## src/hdl/wrm_pkg.sv

```systemverilog
// Shared constants for the weighted running mean block.
// No dependencies; used by wrm_front, wrm_back, the top level and the testbench.
`default_nettype none
package wrm_pkg;
    localparam int SAMPLE_WIDTH_DEF  = 16;
    localparam int FRACTION_BITS_DEF = 8;
    localparam int ACCUM_WIDTH_DEF   = 64;

    localparam logic [1:0] ST_OK   = 2'd0;
    localparam logic [1:0] ST_NEGW = 2'd1;
    localparam logic [1:0] ST_ZERO = 2'd2;
    localparam logic [1:0] ST_SAT  = 2'd3;
endpackage
`default_nettype wire

```

## src/hdl/wrm_front.sv

```systemverilog
// Front end: accumulates the weighted sums and classifies each beat.
// Uses wrm_pkg. Emits a command (status, sum, total, mode) into the job queue.
`default_nettype none
module wrm_front #(
    parameter int SW = wrm_pkg::SAMPLE_WIDTH_DEF,
    parameter int AW = wrm_pkg::ACCUM_WIDTH_DEF
) (
    input  wire logic                 i_clk,
    input  wire logic                 i_rst_n,
    input  wire logic                 i_mode,
    input  wire logic                 i_valid,
    input  wire logic signed [SW-1:0] i_value,
    input  wire logic signed [SW-1:0] i_weight,
    output logic                      o_busy,
    input  wire logic                 i_q_full,
    output logic                      o_q_push,
    output logic [1:0]                o_q_status,
    output logic                      o_q_mode,
    output logic signed [AW-1:0]      o_q_sum,
    output logic [AW-1:0]             o_q_total
);
    typedef enum logic [3:0] {
        S_IDLE = 4'b0001, S_MUL1 = 4'b0010, S_MUL2 = 4'b0100, S_ADD = 4'b1000
    } t_fstate;

    localparam int PW = 3 * SW;
    localparam logic signed [AW-1:0] AMAX = {1'b0, {(AW-1){1'b1}}};
    localparam logic signed [AW-1:0] AMIN = {1'b1, {(AW-1){1'b0}}};

    t_fstate r_st, n_st;
    logic signed [AW-1:0] r_sum, r_tot;
    logic [SW-1:0] r_vmag, r_wmag;
    logic r_vneg, r_mode;
    logic [PW-1:0] r_prod;
    logic r_push;
    logic [1:0] r_status;

    logic [SW-1:0] w_vmag, w_wmag;
    assign w_vmag = i_value[SW-1] ? SW'(-i_value) : SW'(i_value);
    assign w_wmag = SW'(i_weight);

    // Wide accumulate with saturation; the product fits in PW bits, so clamp to AW.
    logic [AW:0] w_pmag;
    logic signed [AW+1:0] w_sum_x, w_tot_x;
    logic signed [AW-1:0] w_sum_n, w_tot_n;
    always_comb begin
        if (PW > AW && (r_prod >> AW) != '0) w_pmag = {1'b0, {AW{1'b1}}};
        else w_pmag = (AW+1)'(r_prod);
        if (r_vneg && !r_mode) w_sum_x = (AW+2)'(r_sum) - (AW+2)'(w_pmag);
        else w_sum_x = (AW+2)'(r_sum) + (AW+2)'(w_pmag);
        if (w_sum_x >= (AW+2)'(AMAX)) w_sum_n = AMAX;
        else if (w_sum_x <= (AW+2)'(AMIN)) w_sum_n = AMIN;
        else w_sum_n = AW'(w_sum_x);
        w_tot_x = (AW+2)'(r_tot) + (AW+2)'($unsigned(r_wmag));
        if (w_tot_x >= (AW+2)'(AMAX)) w_tot_n = AMAX;
        else w_tot_n = AW'(w_tot_x);
    end

    always_comb begin
        n_st = r_st;
        unique case (r_st)
            S_IDLE: if (i_valid && !i_weight[SW-1]) n_st = S_MUL1;
            S_MUL1: n_st = r_mode ? S_MUL2 : S_ADD;
            S_MUL2: n_st = S_ADD;
            S_ADD:  n_st = S_IDLE;
            default: n_st = S_IDLE;
        endcase
    end

    always_ff @(posedge i_clk) begin
        if (!i_rst_n) begin
            r_st <= S_IDLE; r_sum <= '0; r_tot <= '0; r_push <= 1'b0;
        end else begin
            r_st <= n_st;
            r_push <= 1'b0;
            if (r_st == S_IDLE && i_valid) begin
                r_vmag <= w_vmag; r_wmag <= w_wmag;
                r_vneg <= i_value[SW-1]; r_mode <= i_mode;
                if (i_weight[SW-1]) begin
                    r_status <= wrm_pkg::ST_NEGW; r_push <= 1'b1;
                end
            end
            if (r_st == S_MUL1) begin
                if (r_mode) r_prod <= PW'(r_vmag) * PW'(r_vmag);
                else        r_prod <= PW'(r_vmag) * PW'(r_wmag);
            end
            if (r_st == S_MUL2) r_prod <= PW'(r_prod[2*SW-1:0]) * PW'(r_wmag);
            if (r_st == S_ADD) begin
                r_sum <= w_sum_n; r_tot <= w_tot_n; r_push <= 1'b1;
                if (w_sum_n == AMAX || w_sum_n == AMIN || w_tot_n == AMAX)
                    r_status <= wrm_pkg::ST_SAT;
                else if (w_tot_n <= 0) r_status <= wrm_pkg::ST_ZERO;
                else r_status <= wrm_pkg::ST_OK;
            end
        end
    end

    // A beat enters only when the queue can absorb its command.
    assign o_busy     = (r_st != S_IDLE) || r_push || i_q_full;
    assign o_q_push   = r_push;
    assign o_q_status = r_status;
    assign o_q_mode   = r_mode;
    assign o_q_sum    = r_sum;
    assign o_q_total  = r_tot;
endmodule
`default_nettype wire

```

## src/hdl/wrm_queue.sv

```systemverilog
// Two-entry job queue between the front end and the divide/root back end.
// Uses wrm_pkg constants only through its parent's parameters.
`default_nettype none
module wrm_queue #(
    parameter int DW = 8
) (
    input  wire logic          i_clk,
    input  wire logic          i_rst_n,
    input  wire logic          i_push,
    input  wire logic [DW-1:0] i_data,
    output logic               o_full,
    input  wire logic          i_pop,
    output logic               o_empty,
    output logic [DW-1:0]      o_data
);
    logic [DW-1:0] r_mem [2];
    logic r_wp, r_rp;
    logic [1:0] r_cnt;
    always_ff @(posedge i_clk) begin
        if (i_push) r_mem[r_wp] <= i_data;
    end
    always_ff @(posedge i_clk) begin
        if (!i_rst_n) begin
            r_wp <= 1'b0; r_rp <= 1'b0; r_cnt <= '0;
        end else begin
            if (i_push) r_wp <= ~r_wp;
            if (i_pop)  r_rp <= ~r_rp;
            r_cnt <= r_cnt + 2'(i_push) - 2'(i_pop);
        end
    end
    assign o_data  = r_mem[r_rp];
    assign o_full  = r_cnt[1];
    assign o_empty = (r_cnt == 2'd0);
endmodule
`default_nettype wire

```

## src/hdl/wrm_back.sv

```systemverilog
// Back end: radix-2 divide of |sum| by total, then in quadratic mode a two-bit-per-step square root.
// Uses wrm_pkg status codes; result held in an output register until popped.
`default_nettype none
module wrm_back #(
    parameter int SW = wrm_pkg::SAMPLE_WIDTH_DEF,
    parameter int AW = wrm_pkg::ACCUM_WIDTH_DEF
) (
    input  wire logic                 i_clk,
    input  wire logic                 i_rst_n,
    input  wire logic                 i_q_empty,
    output logic                      o_q_pop,
    input  wire logic [1:0]           i_status,
    input  wire logic                 i_mode,
    input  wire logic signed [AW-1:0] i_sum,
    input  wire logic [AW-1:0]        i_total,
    output logic                      o_empty,
    input  wire logic                 i_pop,
    output logic signed [SW:0]        o_mean,
    output logic [1:0]                o_status
);
    typedef enum logic [3:0] {
        B_IDLE = 4'b0001, B_DIV = 4'b0010, B_SQRT = 4'b0100, B_DONE = 4'b1000
    } t_bstate;
    localparam int CW = $clog2(AW + 1);
    localparam logic [AW-1:0] LIMIT = AW'(1) << (SW - 1);

    t_bstate r_st;
    logic [AW-1:0] r_rem, r_quo, r_den, r_root, r_bit;
    logic [CW-1:0] r_cnt;
    logic r_neg, r_mode, r_full;
    logic signed [SW:0] r_mean;
    logic [1:0] r_status;

    logic [AW:0] w_trial;
    logic [AW-1:0] w_rb;
    assign w_trial = {r_rem, r_quo[AW-1]} - {1'b0, r_den};
    assign w_rb    = r_root + r_bit;

    logic [AW-1:0] w_q;
    always_comb begin
        w_q = (r_quo > LIMIT) ? LIMIT : r_quo;
    end

    assign o_q_pop = (r_st == B_IDLE) && !i_q_empty && !r_full;

    always_ff @(posedge i_clk) begin
        if (!i_rst_n) begin
            r_st <= B_IDLE; r_full <= 1'b0;
        end else begin
            if (r_full && i_pop) r_full <= 1'b0;
            unique case (r_st)
                B_IDLE: if (o_q_pop) begin
                    r_mode <= i_mode;
                    if (i_status != wrm_pkg::ST_OK) begin
                        r_status <= i_status; r_mean <= '0; r_full <= 1'b1;
                    end else begin
                        r_neg <= i_sum[AW-1];
                        r_quo <= i_sum[AW-1] ? AW'(-i_sum) : AW'(i_sum);
                        r_den <= i_total; r_rem <= '0; r_cnt <= CW'(AW);
                        r_st <= B_DIV;
                    end
                end
                B_DIV: begin
                    if (!w_trial[AW]) begin
                        r_rem <= AW'(w_trial); r_quo <= {r_quo[AW-2:0], 1'b1};
                    end else begin
                        r_rem <= {r_rem[AW-2:0], r_quo[AW-1]};
                        r_quo <= {r_quo[AW-2:0], 1'b0};
                    end
                    r_cnt <= r_cnt - CW'(1);
                    if (r_cnt == CW'(1)) begin
                        if (r_mode) begin
                            r_st <= B_SQRT; r_root <= '0;
                            r_bit <= AW'(1) << (AW - 2);
                        end else r_st <= B_DONE;
                    end
                end
                B_SQRT: begin
                    // Quotient register doubles as the remainder of the root.
                    if (r_quo >= w_rb) begin
                        r_quo <= r_quo - w_rb; r_root <= (r_root >> 1) + r_bit;
                    end else r_root <= r_root >> 1;
                    r_bit <= r_bit >> 2;
                    if (r_bit == AW'(1)) r_st <= B_DONE;
                end
                B_DONE: if (!r_full) begin
                    logic [AW-1:0] v;
                    v = r_mode ? (r_neg ? '0 : ((r_root > LIMIT) ? LIMIT : r_root)) : w_q;
                    r_mean <= (!r_mode && r_neg) ? -(SW+1)'(v) : (SW+1)'(v);
                    r_status <= wrm_pkg::ST_OK; r_full <= 1'b1; r_st <= B_IDLE;
                end
                default: r_st <= B_IDLE;
            endcase
        end
    end
    assign o_empty  = !r_full;
    assign o_mean   = r_mean;
    assign o_status = r_status;
endmodule
`default_nettype wire

```

## src/hdl/weighted_running_mean.sv

```systemverilog
// Top level of the weighted running mean block: front end, job queue, back end.
// Depends on wrm_pkg, wrm_front, wrm_queue and wrm_back.
//
//  channel  | handshake        | beat payload
//  input    | push / full      | i_sample_value, i_sample_weight
//  result   | empty / pop      | o_running_mean, o_mean_status
//  config   | i_cfg_we         | i_cfg_data (mean_mode)
//
// A beat passes the front end through a multiply and a saturating add in arithmetic
// mode; quadratic mode needs a second multiply before the saturating add. The back
// end then runs the shift-subtract divide, followed by the root in quadratic mode;
// the divider sets the rate. Negative-weight beats skip the back end's arithmetic.
// Reset clears both sums. A stalled result holds the back end, which fills the
// queue and raises full.
`default_nettype none
module weighted_running_mean #(
    parameter int SAMPLE_WIDTH  = wrm_pkg::SAMPLE_WIDTH_DEF,
    parameter int ACCUM_WIDTH   = wrm_pkg::ACCUM_WIDTH_DEF
) (
    input  wire logic                         i_clk,
    input  wire logic                         i_rst_n,
    input  wire logic                         i_cfg_we,
    input  wire logic                         i_cfg_data,
    input  wire logic                         push,
    output logic                              full,
    input  wire logic signed [SAMPLE_WIDTH-1:0] i_sample_value,
    input  wire logic signed [SAMPLE_WIDTH-1:0] i_sample_weight,
    output logic                              empty,
    input  wire logic                         pop,
    output logic signed [SAMPLE_WIDTH:0]      o_running_mean,
    output logic [1:0]                        o_mean_status
);
    localparam int AW = ACCUM_WIDTH;
    localparam int QW = 3 + 2 * AW;
    // Fraction alignment is implicit: products and sums keep their native scaling,
    // and the divide and root bring the result back to the sample's fraction bits.

    logic r_mode;
    always_ff @(posedge i_clk) begin
        if (!i_rst_n) r_mode <= 1'b0;
        else if (i_cfg_we) r_mode <= i_cfg_data;
    end

    logic busy, fq_push, q_full, q_empty, q_pop, f_mode;
    logic [1:0] f_status;
    logic signed [AW-1:0] f_sum;
    logic [AW-1:0] f_tot;
    logic [QW-1:0] q_in, q_out;

    assign full = busy;

    wrm_front #(.SW(SAMPLE_WIDTH), .AW(AW)) u_front (
        .i_clk, .i_rst_n, .i_mode(r_mode), .i_valid(push && !full),
        .i_value(i_sample_value), .i_weight(i_sample_weight), .o_busy(busy),
        .i_q_full(q_full), .o_q_push(fq_push), .o_q_status(f_status),
        .o_q_mode(f_mode), .o_q_sum(f_sum), .o_q_total(f_tot)
    );

    assign q_in = {f_status, f_mode, f_sum, f_tot};
    wrm_queue #(.DW(QW)) u_queue (
        .i_clk, .i_rst_n, .i_push(fq_push), .i_data(q_in), .o_full(q_full),
        .i_pop(q_pop), .o_empty(q_empty), .o_data(q_out)
    );

    wrm_back #(.SW(SAMPLE_WIDTH), .AW(AW)) u_back (
        .i_clk, .i_rst_n, .i_q_empty(q_empty), .o_q_pop(q_pop),
        .i_status(q_out[QW-1 -: 2]), .i_mode(q_out[2*AW]),
        .i_sum(q_out[2*AW-1 -: AW]), .i_total(q_out[AW-1:0]),
        .o_empty(empty), .i_pop(pop), .o_mean(o_running_mean),
        .o_status(o_mean_status)
    );

`ifndef NO_ASSERTIONS
    a_nopush_full: assert property (@(posedge i_clk) disable iff (!i_rst_n)
        q_full |-> !fq_push) else $error("queue overrun");
    a_err_zero: assert property (@(posedge i_clk) disable iff (!i_rst_n)
        (!empty && o_mean_status != wrm_pkg::ST_OK) |-> o_running_mean == '0)
        else $error("nonzero mean with error status");
    a_hold: assert property (@(posedge i_clk) disable iff (!i_rst_n)
        (!empty && !pop) |=> (!empty && $stable(o_running_mean)))
        else $error("result changed while waiting");
`endif
endmodule
`default_nettype wire

```

## config.mk

```make
export PLATFORM = sky130hd
export DESIGN_NAME = weighted_running_mean
export DESIGN_NICKNAME = d
export VERILOG_FILES = /design/src/hdl/wrm_pkg.sv /design/src/hdl/wrm_front.sv /design/src/hdl/wrm_queue.sv /design/src/hdl/wrm_back.sv /design/src/hdl/weighted_running_mean.sv
export SDC_FILE = /design/constraint.sdc
export NUM_CORES = 2
export LEC_CHECK = 0
export ABC_AREA = 1
export BUFFER_PORTS_ARGS = -buffer_cell sky130_fd_sc_hd__buf_2
export CORE_MARGIN = 2
export CORE_UTILIZATION = 60
export CTS_CLUSTER_DIAMETER = 50
export DETAILED_ROUTE_END_ITERATION = 12
export PLACE_DENSITY = 0.76
export SYNTH_ARGS = -nofsm -noshare
export SYNTH_HDL_FRONTEND = slang
export SYNTH_SLANG_ARGS = --single-unit
```

## constraint.sdc

```tcl
create_clock -name i_clk -period 17.14 [get_ports i_clk]
set_input_delay 3.428 -clock i_clk [delete_from_list [all_inputs] [get_ports i_clk]]
set_output_delay 3.428 -clock i_clk [all_outputs]
set_load 0.02 [all_outputs]
```

# Yosys cells after proc, flatten, opt, wreduce, memory -nomap -nowiden
# Memories as Yosys holds them, arrays and structs flattened. A register that Yosys moved wholly into a read port is not among the register bits.
# Cells that the tools add are included.
word_totals:
  regBits: 575
  mem_bits_rw: 262
  in_bits: 38
  out_inout_bits: 21
  elab_cells: 182
  n_memories: 1
mem_list:
  columns: ["name", "words", "width", "read_ports", "rd_ports_with_merged_regs", "wr", "line", "text"]
  rows:
  - ["u_queue.r_mem", 2, 131, 1, 1, 1, "wrm_queue.sv:16", "logic [DW-1:0] r_mem [2];"]
classes:
  n_addsub: 13
  n_mul: 3
  order_cmp: 7
  eq_ne: 23
  mux: 68
  n_bitwise: 3
  reduce_logical: 37
op_table:
  columns: ["cell", "count"]
  rows:
  - ["$mux 64", 15]
  - ["$pmux 64 s2", 3]
  - ["$eq 64x64->1 const B", 3]
  - ["$pmux 64 s3", 1]
  - ["$mux 17", 8]
  - ["$ge 66x64->1 const B", 2]
  - ["$gt 64x16->1 const B", 2]
  - ["$mux 48", 2]
  - ["$le 66x64->1 const B", 1]
  - ["$mux 66", 1]
  - ["$add 64x17->65", 1]
  - ["$add 64x49->65", 1]
  - ["$sub 64x49->65", 1]
  - ["$sub 65x64->65", 1]
  - ["$add 63x64->64", 1]
  - ["$add 64x64->64", 1]
  - ["$eq 64x1->1 const B", 1]
  - ["$ge 64x64->1", 1]
  - ["$le 64x1->1 const B", 1]
  - ["$mul 16x16->32", 2]
  - ["$neg 64->64", 1]
  - ["$sub 64x64->64", 1]
  - ["$mul 32x16->48", 1]
  - ["$pmux 17 s2", 1]
  - ["other kinds (35)", 101]

# Depth between registers and ports, before layout
depth:
  depth_word: 11
  depth_mapped: 43
  depth_no_buf: 41

# By module
# A second synthesis with hierarchy kept.
hier_totals:
  hier_cells: 12897
  area_unflattened_um2: 94565.7
modules_own_cells:
  columns: ["mod", "instances", "cells_per_inst", "area_each_um2", "seq_area_each_um2"]
  rows:
  - ["wrm_front", 1, 7571, 52163.8, 5185.0]
  - ["wrm_back", 1, 4878, 32303.5, 9589.2]
  - ["wrm_queue", 1, 440, 10049.6, 7967.6]
  - ["weighted_running_mean", 1, 8, 48.8, 20.0]

# Least setup slack after synthesis
# No wires, ideal clock.
synth_timing:
  kind: "input to register"
  from: "input i_rst_n"
  to: "register u_back.r_bit[0], enable pin"
  setup_time_ns: 0.785
  arrival_time_ns: 13.110
  t_required_ns: 16.355
  path_slack_ns: 3.245
  cell_stages: 4
  path_buffers: 2
  path_cell_list: "clkbuf_1 -> inv_2 -> clkbuf_1 -> nor4_1"
synth_between:
  elab_chain_len: 1
synth_rtl:
  columns: ["item", "line", "text"]
  rows:
  - ["start, declared", "weighted_running_mean.sv:21", "input wire logic i_rst_n,"]
  - ["$reduce_and 4->1 (no line)", null, null]
  - ["end signal, assigned", "wrm_back.sv:74", "r_bit <= AW'(1) << (AW - 2);"]
  - ["end signal, assigned", "wrm_back.sv:83", "r_bit <= r_bit >> 2;"]
  - ["end, declared", "wrm_back.sv:28", "logic [AW-1:0] r_rem, r_quo, r_den, r_root, r_bit;"]
# No other way between the ends.
# A chain may end at the register's enable or synchronous reset.

# Worst setup path after layout
layout_timing:
  from: "register u_front.r_prod[1]"
  to: "register u_front.r_status[1], in the netlist u_front.o_q_status[1], data pin"
layout_between:
  elab_chain_len: 10
  word_cells_on_any_way: 13
  cone_classes: "add/sub (2); order compare (2); eq/ne (2); mux (5); reduce/logical (2)"
layout_rtl:
  columns: ["item", "line", "text"]
  rows:
  - ["start, declared", "wrm_front.sv:34", "logic [PW-1:0] r_prod;"]
  - ["start signal, assigned", "wrm_front.sv:84", "if (r_mode) r_prod <= PW'(r_vmag) * PW'(r_vmag);"]
  - ["start signal, assigned", "wrm_front.sv:85", "else r_prod <= PW'(r_vmag) * PW'(r_wmag);"]
  - ["start signal, assigned", "wrm_front.sv:87", "if (r_st == S_MUL2) r_prod <= PW'(r_prod[2*SW-1:0]) * PW'(r_wmag);"]
  - ["$add 64x49->65 / $sub 64x49->65 (equally long branches)", "wrm_front.sv:50, wrm_front.sv:49", null]
  - ["$mux 66 *", "wrm_front.sv:49", "if (r_vneg && !r_mode) w_sum_x = (AW+2)'(r_sum) - (AW+2)'(w_pmag);"]
  - ["$le 66x64->1", "wrm_front.sv:52", "else if (w_sum_x <= (AW+2)'(AMIN)) w_sum_n = AMIN;"]
  - ["$mux 64", "wrm_front.sv:52", null]
  - ["$mux 64 *", "wrm_front.sv:51", "if (w_sum_x >= (AW+2)'(AMAX)) w_sum_n = AMAX;"]
  - ["$eq 64x64->1", "wrm_front.sv:90", "if (w_sum_n == AMAX || w_sum_n == AMIN || w_tot_n == AMAX)"]
  - ["$logic_or 1x1->1 * (2 in series)", "wrm_front.sv:90", null]
  - ["$mux 2 *", "wrm_front.sv:90", null]
  - ["$mux 2 *", "wrm_front.sv:88", "if (r_st == S_ADD) begin"]
  - ["end signal, assigned", "wrm_front.sv:91", "r_status <= wrm_pkg::ST_SAT;"]
  - ["end signal, assigned", "wrm_front.sv:92", "else if (w_tot_n <= 0) r_status <= wrm_pkg::ST_ZERO;"]
  - ["end signal, assigned", "wrm_front.sv:93", "else r_status <= wrm_pkg::ST_OK;"]
  - ["end, declared", "wrm_front.sv:36", "logic [1:0] r_status;"]
# Mark *: on every way between the ends. The rest lies on a longest branch, timed or not.

==> impl_metrics.py <==
metrics = {
    "run_status": {
        "outcome": "finished clean",
    },
    "grt": {
        "grt-ovfl-total": 0,
        "grt_pass1_wl_microns": 473100,
        "number_of_global_route_vias_before_repair": 84280,
        "number_of_antenna_violations_at_the_first_check_in_global_routing": 10,
        "grt_util_all_layers_pct": 39.00,
        "maximum_number_of_pins_on_one_net_before_global_route_repair": 120,
    },
    "clock_tree": {
        "clk_latency_ns": 0.77,
        "cts-htree-levels": 3,
        "clock-root-buffer": "clkbuf_16",
        "clk_transition_reported_paths_ns": 0.06,
        "cts_hold_repair.buffers": 0,
        "cts.sinks": 806,
        "cts_inserted_buffers": 115,
        "post_cts_resized": 0,
        "cts_tree": "yes",
        "ctsLongestPathBuffers": 3,
        "postCtsSetupRepairBufs": 0,
    },
    "logic_synthesis": {
        "ys_dominant_reg_cell": "edfxtp_1",
        "ffs_latches_synth": 806,
        "synth_cells": 12290,
        "sequential_element_share_of_the_synthesized_area_pct": 24.98,
        "synthesized_nets": 13710,
        "synth_edf_count": 662,
        "syn-mean-instance-area_sq_um": 7.413,
        "synth_unique_cells": 74,
        "synth_area_sq_um": 91110,
        "ys_warn_count": 0,
        "async_reset_ff_share_pct": 0,
    },
    "placed_design": {
        "detailedPlacementHpwl_microns": 238200,
        "place.port_buffers": 58,
        "routabilityCongestion": 1.011,
        "place_inst": 14080,
        "placement.setup.worst_slack_ns": 9.519,
    },
    "critical_path": {
        "criticalPathCategory": "register to register",
        "worst_setup_path_end_kind": "register",
        "max_stage_delay_ns": 0.63,
        "critPathTopFamily": "simple AND/OR/NAND/NOR gates",
        "cp.buffers_inverters": 9,
        "worst_path_most_repeated_cell": "nand2_1",
        "critical-path-slowest-cell": "edfxtp_1",
        "worst-endpoint-arrival_ns": 8.50,
        "cp_max_fo": 32,
        "worst-endpoint-required_ns": 17.77,
        "worstSetupStartpointType": "register",
    },
    "routing": {
        "routed-via-count": 84540,
        "ant_nets": 0,
        "viasPerCell": 5.910,
        "drt_iter0_drc": 9703,
        "drc": 0,
        "drt_first_pass_iters": 7,
        "routed_wire_length_per_instance_microns": 21.37,
        "detail_route.wirelength_microns": 305700,
    },
    "timing": {
        "timing.max_slew.rel_slack_pct": 12.26,
        "slack_of_the_critical_path_ns": 9.266,
        "setup_repair_after_global_routing_missed_its_margin": "false",
        "skew_ns": 0.04828,
        "fin_tns_setup_ns": 0,
        "setup_viol_count_final": 0,
        "max_freq_ghz": 0.1270,
        "hold_ws_ns": 0.4700,
        "worst_pin_slew_ns": 1.302,
        "crit_path_time_final_ns": 7.874,
        "hold_viol": 0,
        "final.period_utilization_pct": 45.94,
        "report.final.slew_viol_count": 0,
    },
    "power_and_ir_drop": {
        "static-leakage-power_uw": 0.04771,
        "ir_worst_vdd_v": 0.0005131,
        "power_density_nw_per_um2": 226.4,
        "report.power.total_uw": 21990,
    },
    "floorplanning": {
        "fp.dieArea_sq_um": 155000,
        "initial_utilization_pct": 60.19,
        "floorplan.core_area_sq_um": 151400,
        "die_h_microns": 393.7,
        "placementRows": 143,
        "fp.dieW_microns": 393.7,
        "io_pins": 59,
    },
    "flow_run": {
        "drv.max_cap_violation_count": 0,
    },
    "finish": {
        "synthToLayoutAreaGrowth_pct": 6.600,
        "post_layout_nonfiller_instances": 14300,
        "design.final.nets": 13590,
        "fraction_of_final_layout_cells_with_drive_strength_greater_than_1_pct": 4.181,
        "layout.cells.most_common": "nand2_1",
        "most_frequent_cells_in_the_layout": "nand2_1 (2860), inv_1 (2509), nor2_1 (1157)",
    },
    "min_path": {
        "min-delay-path-class": "register to register",
    },
}
-- cells in the mapped netlist (10+ instances only) --
cell	count	area, sq um
a21oi_1	668	3343
nor4_1	68	425.4
a221oi_1	10	87.58
nor2_1	1160	4354
edfxtp_1	662	19880
buf_4	11	82.58
a21boi_0	18	135.1
clkbuf_1	235	882.1
o22ai_1	39	244.0
ha_1	604	7557
o31ai_1	21	157.7
nand3_1	439	2197
o21ai_2	24	210.2
buf_2	36	180.2
nand4_1	109	681.9
or2_0	17	106.4
o21ai_1	70	350.3
or2_1	17	106.4
nand2_1	2861	10740
xnor2_1	129	1130
and3_1	17	106.4
nand3b_1	45	337.8
o21a_1	39	292.8
o21ai_0	649	3248
buf_6	15	168.9
or2_2	57	356.6
o21bai_1	20	150.1
xor2_1	195	1708
inv_1	2512	9429
nor2_2	11	68.82
o211ai_1	88	660.6
a21o_1	15	112.6
mux2i_1	18	180.2
dfxtp_1	144	2883
nand2_2	11	68.82
fa_1	780	15610
a31oi_1	111	694.4
inv_2	29	108.9
nor3_1	140	700.7
o221ai_1	27	236.5
buf_1	73	274.0
-- cell families after synthesis --
| family | Yosys count | synth area share (%) |
|---|---|---|
| fa+ha+maj | 1384 | 25.43 |
| flops | 806 | 24.98 |
| xor+xnor | 324 | 3.115 |
| compound gates | 1855 | 11.44 |
| simple gates | 4982 | 22.56 |
| buf+inv | 2921 | 12.26 |
| mux | 19 | 0.2101 |
-- worst register-to-register path: cells and delay by family, from the launching register on --
family / cells / cell delay, ns
fa+ha+maj: 2 / 0.62
xor+xnor: 1 / 0.19
compound gates: 2 / 0.36
simple gates: 26 / 4.55
flops: 1 / 0.63
buf+inv: 9 / 1.41
-- report_power, final --
group	total, uW	internal [uW]	switching, uW
registers	2470	2390	76.8
logic	17000	5870	11100
clock network	2530	1490	1040
total	22000	9740	12200
-- through the flow --
step / util, % / area [sq um]
after detailed placement: 61.44 / 93010
after global routing: 64.16 / 97120
after CTS: 64.16 / 97120
after floorplan: - / 91110
after global placement: 61.44 / 93010
final: 64.16 / 97120
-- registers in the layout, indices dropped and copies added (netlist names), 2 cells and up, named ones only --
signal and cells:
u_back.r_bit 32, u_back.o_mean 17, u_front.o_q_status 2, u_front.o_q_total 64, u_back.r_rem 64, u_back.r_st 4, u_front.o_q_sum 64, u_front.r_wmag 16
u_queue.r_cnt 2, u_back.o_status 2, u_back.r_den 64, u_queue.r_mem 262, u_front.r_vmag 16, u_back.r_cnt 7, u_back.r_root 64, u_front.r_st 4
u_front.r_prod 48, u_back.r_quo 64
-- metal layers --
metal / wire, microns / global-route usage [%] / share of wire [%]
met3: 31830 / 7.288 / 10
met5: 63 / 0 / 0.021
met1: 119800 / 51.52 / 39
met2: 136900 / 62.06 / 45
met4: 17010 / 18.59 / 5.6
-- final cells by class --
cell class,instances,area [sq um]
clock inverter,79,1040
sequential,806,22770
antenna,3,7.507
tap,2030,2540
timing repair buffer,136,875.8
multi-input combinational,8564,57260
clock buffer,139,3070
fill,13060,54240
inverter,2547,9569
-- worst paths after layout --
path,startpoint,slack [ns],to,depth (start not counted)
setup / recovery,u_front.r_prod[1]$_DFFE_PP_,9.27,u_front.o_q_status[1]$_SDFFCE_PP0P_,40
hold / removal,u_queue.r_cnt[1]$_SDFF_PN0_,0.47,u_queue.r_cnt[1]$_SDFF_PN0_,1
setup reg to reg,u_front.r_prod[1]$_DFFE_PP_,9.27,u_front.o_q_status[1]$_SDFFCE_PP0P_,40
hold reg to reg,u_queue.r_cnt[1]$_SDFF_PN0_,0.47,u_queue.r_cnt[1]$_SDFF_PN0_,1
Note: power is estimated with default switching activity, not from simulation.
